`config.mk`:
```
export PLATFORM = sky130hd
export DESIGN_NAME = csp_fifo
export DESIGN_NICKNAME = d
export VERILOG_FILES = /design/src/rtl/core/csp_pkg.sv /design/src/rtl/core/csp_fifo.sv
export SDC_FILE = /design/constraint.sdc
export NUM_CORES = 1
export LEC_CHECK = 0
export ABC_AREA = 1
export BUFFER_PORTS_ARGS = -buffer_cell sky130_fd_sc_hd__buf_2
export CAP_MARGIN = 25
export CORE_MARGIN = 2
export CORE_UTILIZATION = 40
export DETAILED_ROUTE_END_ITERATION = 10
export GPL_ROUTABILITY_DRIVEN = 0
export PLACE_DENSITY = 0.62
export SETUP_SLACK_MARGIN = 0.15
export SYNTH_ARGS = -nofsm -noshare
export SYNTH_HDL_FRONTEND = slang
export SYNTH_SLANG_ARGS = --single-unit
```
`constraint.sdc`:
```
create_clock -name clock -period 4.1 [get_ports clock]
set_input_delay 0.205 -clock clock [delete_from_list [all_inputs] [get_ports clock]]
set_output_delay 0.205 -clock clock [all_outputs]
set_load 0.01 [all_outputs]
```
`src/rtl/core/csp_pkg.sv`:
```
// Shared types and constants of the spline evaluator.
package csp_pkg;
   localparam int COORD_W  = 32;
   localparam int TIME_W   = 32;
   localparam int PER_W    = 24;
   localparam int NUM_W    = 7;
   localparam int IDX_W    = 6;
   localparam int COEF_W   = 40;
   localparam int QDEPTH   = 4;

   localparam logic FUNC_WRITE = 1'b0;
   localparam logic FUNC_EVAL  = 1'b1;

   localparam logic CSR_NUM_POINTS = 1'b0;
   localparam logic CSR_PERIOD     = 1'b1;

   typedef struct packed {
      logic [NUM_W-1:0] num_points;
      logic [PER_W-1:0] period_ms;
   } cfg_type;

   typedef struct packed {
      logic               en;
      logic [IDX_W-1:0]   idx;
      logic [3*COORD_W-1:0] pt;   // {z, y, x}
   } wr_type;
endpackage

```
`src/rtl/core/csp_fifo.sv`:
```
// Small item queue between the front and back parts.
module csp_fifo import csp_pkg::*; #(
   parameter int DEPTH = 4,
   parameter int W     = 32
) (
   input  logic         clock,
   input  logic         reset,
   input  logic         push,
   input  logic [W-1:0] push_data,
   input  logic         pop,
   output logic [W-1:0] pop_data,
   output logic         full,
   output logic         empty
);
   localparam int AW = (DEPTH > 1) ? $clog2(DEPTH) : 1;

   logic [W-1:0]  mem_ff [DEPTH];
   logic [AW-1:0] wp_ff, wp_in, rp_ff, rp_in;
   logic [AW:0]   cnt_ff, cnt_in;

   assign full     = (cnt_ff == (AW+1)'(DEPTH));
   assign empty    = (cnt_ff == '0);
   assign pop_data = mem_ff[rp_ff];

   always_comb begin
      wp_in  = wp_ff;
      rp_in  = rp_ff;
      cnt_in = cnt_ff;
      if (push) begin
         wp_in = (wp_ff == AW'(DEPTH-1)) ? '0 : wp_ff + AW'(1);
      end
      if (pop) begin
         rp_in = (rp_ff == AW'(DEPTH-1)) ? '0 : rp_ff + AW'(1);
      end
      cnt_in = cnt_ff + (AW+1)'(push) - (AW+1)'(pop);
   end

   always_ff @(posedge clock) begin
      if (reset) begin
         wp_ff  <= '0;
         rp_ff  <= '0;
         cnt_ff <= '0;
      end else begin
         wp_ff  <= wp_in;
         rp_ff  <= rp_in;
         cnt_ff <= cnt_in;
      end
      if (push) begin
         mem_ff[wp_ff] <= push_data;
      end
   end
endmodule

```
==> flow_summary.toml <==
[place]
io_buffers = 69
dpl.hpwl_mm = 6.271

[timing]
drv_slew = 0
relSlewSlack_pct = 52.41
report.final.hold_viol_count = 0
worst_pin_slew_ns = 0.7139
skew_ns = 0.008683
fin_crit_ns = 2.337
fmax_mhz = 428.0
fin_crit_sh_pct = 56.99
tns_ns = 0
setup_viol = 0
holdWs_ns = 0.01518
rsz0062_at_grt = "false"

[route]
routed_wirelength_mm = 9.933
wl_met2_mm = 4.583
highest_layer = "met4"
drc = 0
dr.pass1.iters = 4
dr_wl_met3_um = 415
vias = 3235
wl_per_cell_um = 14.27
drtIter0Drc = 234
vias_per_cell = 4.648
drtAntennaViolNets = 0
met1Wirelength_mm = 4.753

[yosys]
avgSynthCellArea_um2 = 12.80
synth_top_area_cell = "edfxtp_1"
netlist_top_cells_area = "edfxtp_1 70%, inv_1 5.4%, nand2_1 5.0%, o211ai_1 4.3%, dfxtp_1 3.3%"
yosysMostFrequentCell = "edfxtp_1"
seq_area_frac_synth_pct = 72.78
synth_area_um2 = 5529
yosys-top-cells-count = "128 x edfxtp_1, 79 x inv_1, 73 x nand2_1"
async_flop_share_pct = 0
synth_nets = 476
synth_seq_cells = 137
synth_top_area_share_pct = 69.52
yosysWarningCount = 0
synth_edf_count = 128
ys.flop_type = "edfxtp_1"
synth_cells = 432
ys_types = 18

[setup_path]
crit_path_start_kind = "flip-flop"
crit_path_max_fanout = 34
crit_path_end_kind = "primary output"
crit_family = "flip-flops"
r2r_slack_ns = 2.32
arrival_ns = 2.13
crit_buf_inv = 2
crit_type = "reg2out"
cp.required_ns = 3.89
slowest_delay_ns = 0.79
cpMaxStageDelayCell = "dfxtp_2"
path_cells = "buf_4 > a21oi_1 > o21ai_0 > nand2_1 > buf_2"

[die]
core_um2 = 13350
die_w_um = 121.6
num_rows = 42
die_area_um2 = 14780
die_h_um = 121.6
initial_core_util_pct = 41.42
io_pins = 70

[global_route]
grt.overflow.total = 0
grt_max_degree = 71
antenna_found_initial = 1
grt_pass1_wl_mm = 15.99
track_usage_pct = 14.50
grt_pass1_vias = 3215

[pwr]
vdd_drop_max_v = 0.0002812
swShare_pct = 21.54
internal_power_mw = 2.857
seqPwrFrac_pct = 45.2
power_frac_clock_pct = 45.9
power.density_nw_per_um2 = 545.0
switching_power_uw = 784.6
p_leak_nw = 2.659
p_comb_share_pct = 8.8

[cts]
path_clk_slew_ns = 0.06
cts.root.buffer_cell = "clkbuf_16"
clock_latency_ns = 0.41
cts_num_sinks = 137
postCtsSetupBuffers = 0
h-tree-depth = 4
cts_tree = "built"
cts_made_buffers = 17
cts.path.max_buffers = 2

[worst_hold_path]
min-delay-path-class = "in2reg"

[layout]
antenna-diode-count = 0
area_growth_pct = 20.84
n_fill_cell = 1195
fin_nets = 551
post-route-util_pct = 50.06
drive_gt1_share_pct = 20.19

[flow_run]
drv_cap = 0

[run_status]
status = "finished, final reports clean"
## stage by stage
step,total power [mW],area [um2],setup WS [ns],instances
finish,3.642,6681,1.763,696
global route,3.780,6681,1.592,696
CTS,3.677,6681,1.728,696
detailed placement,2.003,5996,2.180,661
global placement,1.981,5941,1.804,659
floorplan,1.870,5529,2.496,432
## metal layers
metal	track usage [%]	vias up
met2	23.00	71
li1	-	1632
met3	4.073	18
met4	6.537	0
met5	0	-
met1	18.66	1514
## cells in the final DEF, fill, tap and decap left out, drive strengths merged
cell	instances
a21oi	35
buf	75
bufinv	6
clkbuf	17
clkinv	7
clkinvlp	4
dfxtp	9
dlygate4sd3	3
edfxtp	128
fa	1
ha	7
inv	77
nand2	73
nand3	1
nor2	9
nor3	2
o211ai	32
o21ai	33
xnor2	1
## power by group through the flow
stage                     combinational [mW]  sequential [mW]  clock, mW
after floorplan                        0.219             1.65          0
after global placement                 0.294             1.69          0
after detailed placement               0.326             1.68          0
after CTS                              0.329             1.65       1.70
after global routing                   0.368             1.66       1.76
final                                  0.322             1.65       1.67
## sequential cells by signal, indices dropped and copies added, names as in the netlist, named ones only
name    count
cnt_ff      3
mem_ff    128
rp_ff       2
wp_ff       2
## cell type report
class	instances	area (um2)	area share (%)
Multi-Input combinational cell	194	1020	15.26
Clock inverter	15	230.2	3.446
Timing Repair Buffer	78	460.4	6.891
Tap cell	176	220.2	3.296
Clock buffer	17	425.4	6.367
Sequential cell	137	4029	60.30
Inverter	79	296.5	4.438
## cells by family (layout without fill, tap and decap cells)
kind of cell               after synthesis  after routing  synth area share (%)
DFF                                    137            137                 72.78
buffers and inverters                  101            189                 8.780
AOI/OAI and AO/OA                      100            100                 10.50
and+or+nand+nor                         85             85                 5.838
adders and majority gates                8              8                 1.946
xor gates and xnor gates                 1              1                0.1584
## final timing paths
| path | start | end | cells past startpoint |
|---|---|---|---|
| setup reg to reg | wp_ff[0]$_SDFFE_PP0P_ | mem_ff[2][21]$_DFFE_PP_ | 5 |
| hold reg to reg | rp_ff[0]$_SDFFE_PP0P_ | flip-flop | 2 |
| hold / removal | push_data[28] | mem_ff[3][28]$_DFFE_PP_ | 1 |
| setup / recovery | flip-flop | pop_data[13] | 5 |
## timing repair
action / 4_1_cts / 5_1_grt
endpoints found under the hold margin: 11 / 0
hold buffers: 3 / 0
resized for setup: 0 / 0
endpoints found under the setup margin: 0 / 0
(Power assumes the default switching activity.)
