[src/rtl/core/csp_pkg.sv]
// Shared types and constants of the spline evaluator.
package csp_pkg;
   localparam int COORD_W  = 32;
   localparam int TIME_W   = 32;
   localparam int PER_W    = 24;
   localparam int NUM_W    = 7;
   localparam int IDX_W    = 6;
   localparam int COEF_W   = 40;
   localparam int QDEPTH   = 4;

   localparam logic FUNC_WRITE = 1'b0;
   localparam logic FUNC_EVAL  = 1'b1;

   localparam logic CSR_NUM_POINTS = 1'b0;
   localparam logic CSR_PERIOD     = 1'b1;

   typedef struct packed {
      logic [NUM_W-1:0] num_points;
      logic [PER_W-1:0] period_ms;
   } cfg_type;

   typedef struct packed {
      logic               en;
      logic [IDX_W-1:0]   idx;
      logic [3*COORD_W-1:0] pt;   // {z, y, x}
   } wr_type;
endpackage

[src/rtl/core/csp_front.sv]
// Front part: accepts items, holds config, issues point writes, queues evaluations.
module csp_front import csp_pkg::*; #(
   parameter int MAX_POINTS = 64,
   parameter int CNT_W      = 8
) (
   input  logic          clock,
   input  logic          reset,
   input  logic          req_tvalid,
   output logic          req_tready,
   input  logic [135:0]  req_tdata,
   input  logic          req_tuser,
   input  logic          csr_we,
   input  logic          csr_index,
   input  logic [23:0]   csr_wdata,
   output cfg_type       cfg,
   output wr_type        wr,
   output logic          q_push,
   output logic [TIME_W-1:0] q_data,
   input  logic          q_full,
   input  logic          rd_take
);
   logic                 valid_ff;
   logic                 func_ff;
   logic [IDX_W-1:0]     idx_ff;
   logic [3*COORD_W-1:0] pt_ff;
   logic [TIME_W-1:0]    el_ff;
   logic [CNT_W-1:0]     cnt_ff, cnt_in;
   logic [NUM_W-1:0]     np_ff;
   logic [PER_W-1:0]     per_ff;
   logic                 wr_go, done;

   // a write waits until every earlier evaluation has read the table
   assign wr_go  = valid_ff && (func_ff == FUNC_WRITE) && (cnt_ff == '0);
   assign q_push = valid_ff && (func_ff == FUNC_EVAL) && !q_full;
   assign done   = wr_go || q_push;
   assign req_tready = !valid_ff || done;
   assign q_data = el_ff;

   assign wr.en  = wr_go && (32'(idx_ff) < 32'(MAX_POINTS));
   assign wr.idx = idx_ff;
   assign wr.pt  = pt_ff;

   assign cfg.num_points = np_ff;
   assign cfg.period_ms  = per_ff;

   assign cnt_in = cnt_ff + CNT_W'(q_push) - CNT_W'(rd_take);

   always_ff @(posedge clock) begin
      if (reset) begin
         valid_ff <= 1'b0;
         cnt_ff   <= '0;
         np_ff    <= NUM_W'(4);
         per_ff   <= PER_W'(1000);
      end else begin
         cnt_ff <= cnt_in;
         if (req_tready) begin
            valid_ff <= req_tvalid;
         end
         if (csr_we) begin
            if (csr_index == CSR_NUM_POINTS) begin
               np_ff <= csr_wdata[NUM_W-1:0];
            end else begin
               per_ff <= csr_wdata[PER_W-1:0];
            end
         end
      end
      if (req_tready && req_tvalid) begin
         func_ff <= req_tuser;
         idx_ff  <= req_tdata[5:0];
         pt_ff   <= req_tdata[101:6];
         el_ff   <= req_tdata[133:102];
      end
   end
endmodule

[config.mk]
export PLATFORM = sky130hd
export DESIGN_NAME = csp_front
export DESIGN_NICKNAME = d
export VERILOG_FILES = /design/src/rtl/core/csp_pkg.sv /design/src/rtl/core/csp_front.sv
export SDC_FILE = /design/constraint.sdc
export NUM_CORES = 1
export LEC_CHECK = 0
export BUFFER_PORTS_ARGS = -buffer_cell sky130_fd_sc_hd__buf_2
export CORE_AREA = 3 3 130 132
export CTS_CLUSTER_DIAMETER = 150
export DETAILED_ROUTE_END_ITERATION = 7
export DIE_AREA = 0 0 133 135
export MAX_ROUTING_LAYER = met4
export PLACE_DENSITY = 0.68
export SETUP_SLACK_MARGIN = 0.4
export SLEW_MARGIN = 10
export SYNTH_ARGS = -nofsm -noshare
export SYNTH_HDL_FRONTEND = slang
export SYNTH_SLANG_ARGS = --single-unit
[constraint.sdc]
create_clock -name clock -period 17 [get_ports clock]
set_clock_uncertainty 0.15 [all_clocks]
set_input_delay 1.7 -clock clock [delete_from_list [all_inputs] [get_ports clock]]
set_output_delay 1.7 -clock clock [all_outputs]
set_load 0.05 [all_outputs]
==> impl_metrics.env, run 1 <==
export IMPL_drt_total_wl_um=16200
export IMPL_fin_hold_ws_ns=0.305
export IMPL_yosys_warnings=0
export IMPL_post_synth_cell_area_avg_um2=16.8
export IMPL_fin_crit_ns=4.29
export IMPL_vias=4169
export IMPL_startpoint_type="input pin"
export IMPL_status="finished, final reports clean"
export IMPL_stdcell_area_um2=8340
export IMPL_critical_path_endpoint="q_push"
export IMPL_grt_max_degree=81
export IMPL_ff2ff_path_depth=6
export IMPL_startpoint="q_full"
export IMPL_dp_cells=887
export IMPL_tns_ns=0
export IMPL_first_pass_iters=6
export IMPL_port_buffer_count=333
export IMPL_drc=0
export IMPL_async_reset_ff_frac=0
export IMPL_path_max_fanout=3
export IMPL_synth_lib_cells_used_distinct=40
export IMPL_worst_pin_slew_ns=0.980
export IMPL_slew_headroom=0.347
export IMPL_clock_path_buffers=2
export IMPL_worst_ir_drop_vdd_uv=63.7
export IMPL_cp_data_required_time_ns=15.15
export IMPL_grt_antenna_before_repair=3
export IMPL_synth_edf_count=135
export IMPL_hold_viol=0
export IMPL_gp_congestion=0.834
export IMPL_grt_usage=0.179
export IMPL_first_iter_violations=228
export IMPL_synth_seq_cells=175
export IMPL_synthToLayoutAreaGrowth_pct=43.2
export IMPL_finalCritPeriodShare=0.252
export IMPL_pwr_density_cell_nw_per_um2=137
export IMPL_multi_input_area_um2=882
export IMPL_rsz0062_at_grt="no"
export IMPL_setup_violations=0
export IMPL_nNetsFinal=870
export IMPL_clkTransAtPathRegs_ns=0.07
export IMPL_core_um2=15800
export IMPL_nFillCells=1363
export IMPL_r2r_start="cnt_ff[6]"
export IMPL_routedWlPerCell_um=17.5
export IMPL_dieArea_um2=18000
export IMPL_grt_overflow=0
export IMPL_grt_pass1_vias=4189
export IMPL_cp_end_kind="output port"
export IMPL_numCtsBuffers=17
export IMPL_cts_tree="done"
export IMPL_final_common_cell="buf_2"
export IMPL_worst_r2r_endpoint="q_data[20]"
export IMPL_hold_path_class="reg2reg"
export IMPL_fmax_mhz=233
export IMPL_die_h_um=135
export IMPL_viasPerCell=4.52
export IMPL_crit_type="in2out"
export IMPL_row_count=46
export IMPL_dpl_cell_area_um2=7740
export IMPL_ctsHoldBuffers=0
export IMPL_fin_util=0.527
export IMPL_grt_pass1_wl_um=23600
export IMPL_worst_ep_arrival_time_ns=2.44
export IMPL_p_leak_nw=3.70
export IMPL_root_buffer="clkbuf_16"
export IMPL_cts_htree_levels=4
export IMPL_slew_viol_final=0
export IMPL_regToRegSetupSlack_ns=14.38
export IMPL_max_cap_viol_count=0
export IMPL_seq_area_um2=4850
export IMPL_syn_inst=347
export IMPL_start_util=0.368
export IMPL_place_hpwl_um=12500
export IMPL_clock_sinks=175
export IMPL_cts_setup_buffers=0
export IMPL_syn_cell_area_um2=5820
export IMPL_cts_resized=0
export IMPL_antenna_left=0
export IMPL_ys_flop_type="edfxtp_1"
export IMPL_seq_area_frac_synth=0.834
export IMPL_drive_gt1_frac=0.529
export IMPL_die_x_um=133
export IMPL_syn_nets=527
export IMPL_most_common_layout_cells="buf_2 (333), edfxtp_1 (135), nand2_1 (50)"
export IMPL_ios=336
export IMPL_final_cells=923
export IMPL_clk_latency_ns=0.43
[worst max-delay path: stages]
cell and delay [ns]:
buf_2 0.09, nand2b_1 0.19, nor2_1 0.16, buf_2 0.29
[cell type report]
type | count | area share
repair buffers | 335 | 0.202
well taps | 216 | 0.0324
inverters | 15 | 0.00675
diodes | 4 | 0.00120
multi-input cells | 146 | 0.106
flip-flops and latches | 175 | 0.582
clock inverters | 15 | 0.0189
clock buffers | 17 | 0.0510
[where the power goes]
part	internal, mW	total [mW]	switching, mW
registers	0.501	0.511	0.0106
clock network	0.199	0.381	0.182
logic	0.0747	0.247	0.172
[registers in the layout (all words and copies together), names as in the netlist]
signal    flops
pt_ff        96
q_data       32
per_ff       24
cnt_ff        8
np_ff         7
idx_ff        6
func_ff       1
valid_ff      1
[layer usage]
metal  GRT usage  vias up  share of wire  wire [um]
met5           -        -              0          0
met4      0.0751        0          0.031        508
met3      0.0652       35          0.080       1290
met2       0.313      191           0.54       8740
met1       0.180     1989           0.35       5650
li1            -     1954              -          -
[cell usage after synthesis (2+ instances only)]
cell type / instances / share of area
edfxtp_1: 135 / 0.70
nand2_1: 50 / 0.032
dfxtp_1: 40 / 0.14
a21oi_1: 20 / 0.017
inv_1: 14 / 0.0090
nor2_1: 14 / 0.0090
ha_1: 11 / 0.024
nand3_1: 9 / 0.0077
mux2i_1: 7 / 0.012
clkbuf_1: 6 / 0.0039
nand2b_1: 4 / 0.0043
a31oi_1: 3 / 0.0032
buf_1: 3 / 0.0019
a211oi_1: 2 / 0.0026
nor2b_1: 2 / 0.0021
nor3_1: 2 / 0.0017
o311a_1: 2 / 0.0034
[worst min-delay path by stage]
stage | slack (ns) | cells after the start | endpoint | startpoint
after detailed placement | 0.30 | 2 | per_ff[21] | per_ff[21]
after global routing | 0.33 | 2 | per_ff[17] | per_ff[17]
final | 0.31 | 2 | per_ff[16] | per_ff[16]
after CTS | 0.31 | 2 | per_ff[16] | per_ff[16]
after floorplan | 0.48 | 2 | cnt_ff[1] | cnt_ff[1]
after global placement | 0.29 | 2 | per_ff[13] | per_ff[13]
[through the flow]
step / setup WS [ns] / total power [mW]
CTS: 12.70 / 1.15
global placement: 12.71 / 0.759
finish: 12.71 / 1.14
floorplan: 7.53 / 0.706
global route: 12.64 / 1.19
detailed placement: 12.71 / 0.768
[logic make-up after synthesis]
group,Yosys count,share of synthesized area
multiplexers,8,0.0140
adder cells (fa/ha/maj),12,0.0271
AND/OR/NAND/NOR,91,0.0709
AO/OA/AOI/OAI,34,0.0354
flip-flops,175,0.834
XOR/XNOR,1,0.00150
buffers and inverters,26,0.0176
No activity file was read; power rests on OpenSTA's default activity.
==> run 2, diff against run 1 <==
ABC_AREA = 1   (was unset)
CORE_AREA = 3 3 131 133   (was 3 3 130 132)
DIE_AREA = 0 0 134 136   (was 0 0 133 135)
clock period = 3.95 ns   (was 17 ns; I/O delays follow)
==> run 2 against run 1 <==
- power rose to 4.5 times the previous value
- clock power rose to 4.6 times the previous value
- synthesized cell count up 8.9%
- largest power group unchanged
- first-iteration DRC count up 3.1%
- flip-flop and latch count unchanged
- sequential power rose to 4.3 times the previous value
- area after synthesis up 0.45%
- global-route usage up 3.0 points
- cell count up 18%
- register-to-register slack worse by 13 ns
- combinational power rose to 4.6 times the previous value
==> impl_metrics.env, run 2 <==
export IMPL_cp_end_kind="flip-flop"
export IMPL_gp_congestion=0.800
export IMPL_clock_path_buffers=2
export IMPL_cp_data_required_time_ns=3.91
export IMPL_synthToLayoutAreaGrowth_pct=67.3
export IMPL_vias=4842
export IMPL_grt_antenna_before_repair=2
export IMPL_routedWlPerCell_um=17.5
export IMPL_p_leak_nw=4.38
export IMPL_max_cap_viol_count=0
export IMPL_worst_ir_drop_vdd_uv=295
export IMPL_synth_edf_count=135
export IMPL_async_reset_ff_frac=0
export IMPL_finalPower_mw=5.10
export IMPL_die_x_um=134
export IMPL_most_common_layout_cells="buf_2 (333), edfxtp_1 (135), dlygate4sd3_1 (135)"
export IMPL_drive_gt1_frac=0.433
export IMPL_clk_latency_ns=0.42
export IMPL_ys_top_cells_by_count="edfxtp_1 (135), nor2_1 (62), dfxtp_1 (40)"
export IMPL_largest_reg_flops=96
export IMPL_path_max_fanout=19
export IMPL_ys_top_cells_by_area="edfxtp_1 (69%), dfxtp_1 (14%), nor2_1 (4.0%), nand2_1 (2.4%), ha_1 (2.4%)"
export IMPL_cts_htree_levels=4
export IMPL_regMostFlops="pt_ff"
export IMPL_synth_top_cell_area_share=0.693
export IMPL_cts_tree="done"
export IMPL_dp_cells=923
export IMPL_antenna_left=0
export IMPL_synth_lib_cells_used_distinct=20
export IMPL_yosys_warnings=0
export IMPL_port_buffer_count=333
export IMPL_tns_ns=0
export IMPL_hold_viol=0
export IMPL_grt_usage=0.209
export IMPL_fin_crit_ns=2.29
export IMPL_slew_viol_final=0
export IMPL_status="finished, final reports clean"
export IMPL_setup_ws_ns=1.66
export IMPL_first_iter_violations=235
export IMPL_cts_setup_buffers=0
export IMPL_yosys_area_top_type="edfxtp_1"
export IMPL_start_util=0.367
export IMPL_numCtsBuffers=17
export IMPL_grt_overflow=0
export IMPL_worst_ep_arrival_time_ns=2.25
export IMPL_seq_area_frac_synth=0.830
export IMPL_rsz0062_at_grt="no"
export IMPL_yosysMostFrequentCell="edfxtp_1"
export IMPL_hold_path_class="in2reg"
export IMPL_viasPerCell=4.44
export IMPL_final_common_cell="buf_2"
export IMPL_drc=0
export IMPL_ios=336
export IMPL_clock_sinks=175
export IMPL_crit_type="reg2reg"
export IMPL_nFillCells=1207
export IMPL_root_buffer="clkbuf_16"
export IMPL_dieArea_um2=18200
export IMPL_syn_cell_area_um2=5850
export IMPL_ys_flop_type="edfxtp_1"
export IMPL_post_synth_cell_area_avg_um2=15.5
export IMPL_slew_headroom=0.534
export IMPL_grt_max_degree=51
export IMPL_first_pass_iters=6
export IMPL_pwr_density_cell_nw_per_um2=521
export IMPL_grt_pass1_wl_um=27600
export IMPL_setup_violations=0
export IMPL_clkTransAtPathRegs_ns=0.07
export IMPL_finalCritPeriodShare=0.580
export IMPL_syn_nets=558
export IMPL_die_h_um=136
export IMPL_core_um2=15900
export IMPL_nNetsFinal=1041
export IMPL_row_count=46
export IMPL_worst_pin_slew_ns=0.697
export IMPL_cts_resized=0
export IMPL_grt_pass1_vias=4866
export IMPL_syn_inst=378
export IMPL_place_ws_ns=1.63
export IMPL_final_cells=1091
export IMPL_place_hpwl_um=12700
export IMPL_drt_total_wl_um=19100
export IMPL_synth_seq_cells=175
export IMPL_fmax_mhz=436
export IMPL_startpoint_type="flip-flop"
[run 2: metal layers]
metal	share of wire	wire length (um)	track usage	vias to the layer above
li1	-	-	-	2282
met1	0.38	7200	0.232	2275
met2	0.51	9750	0.347	241
met3	0.074	1420	0.0614	44
met4	0.037	710	0.103	0
met5	0	0	-	-
[run 2: logic make-up after synthesis]
group | synth area share
flip-flops | 0.830
adder cells (fa/ha/maj) | 0.0269
AND/OR/NAND/NOR | 0.0804
AO/OA/AOI/OAI | 0.0299
buffers and inverters | 0.0329
[run 2: cell type report]
| cell class | count | area, um2 | area share |
|---|---|---|---|
| Timing Repair Buffer | 472 | 3070 | 0.314 |
| Antenna cell | 2 | 5.00 | 0.000511 |
| Sequential cell | 175 | 4850 | 0.496 |
| Multi-Input combinational cell | 163 | 832 | 0.0850 |
| Clock inverter | 14 | 200 | 0.0204 |
| Tap cell | 216 | 270 | 0.0276 |
| Inverter | 32 | 129 | 0.0132 |
| Clock buffer | 17 | 425 | 0.0435 |
[run 2: critical path, stage by stage (launching register included)]
cell     delay, ns
dfxtp_1       0.30
inv_1         0.08
ha_1          0.15
nand2_1       0.05
nor3_1        0.12
nand2_1       0.14
a21oi_4       0.60
buf_4         0.38
[run 2: worst paths after layout]
kind	from	endpoint	slack, ns	cells after the start
worst max-delay path	cnt_ff[6]	pt_ff[31]	1.66	7
worst min-delay path	req_tdata[2]	idx_ff[2]	0.03	1
worst max register to register	cnt_ff[6]	pt_ff[31]	1.66	7
worst min register to register	per_ff[8]	per_ff[8]	0.32	2
[run 2: timing repair]
| item | 4_1_cts | 5_1_grt |
|---|---|---|
| hold buffers | 135 | 0 |
| hold endpoints to repair | 135 | 0 |
| setup endpoints to repair | 0 | 0 |
[run 2: where the power goes]
part,total [mW],internal (mW),switching [mW]
Clock,1.76,1.02,0.743
Combinational,1.14,0.371,0.773
Sequential,2.19,2.15,0.0482
[run 2: per-stage QoR]
step	util	hold WS (ns)	cell area [um2]
after floorplan	-	0.312	5880
after global placement	0.490	0.284	7810
after detailed placement	0.490	0.299	7810
after CTS	0.614	0.00161	9780
after global routing	0.614	0.00311	9790
final	0.614	0.0253	9790
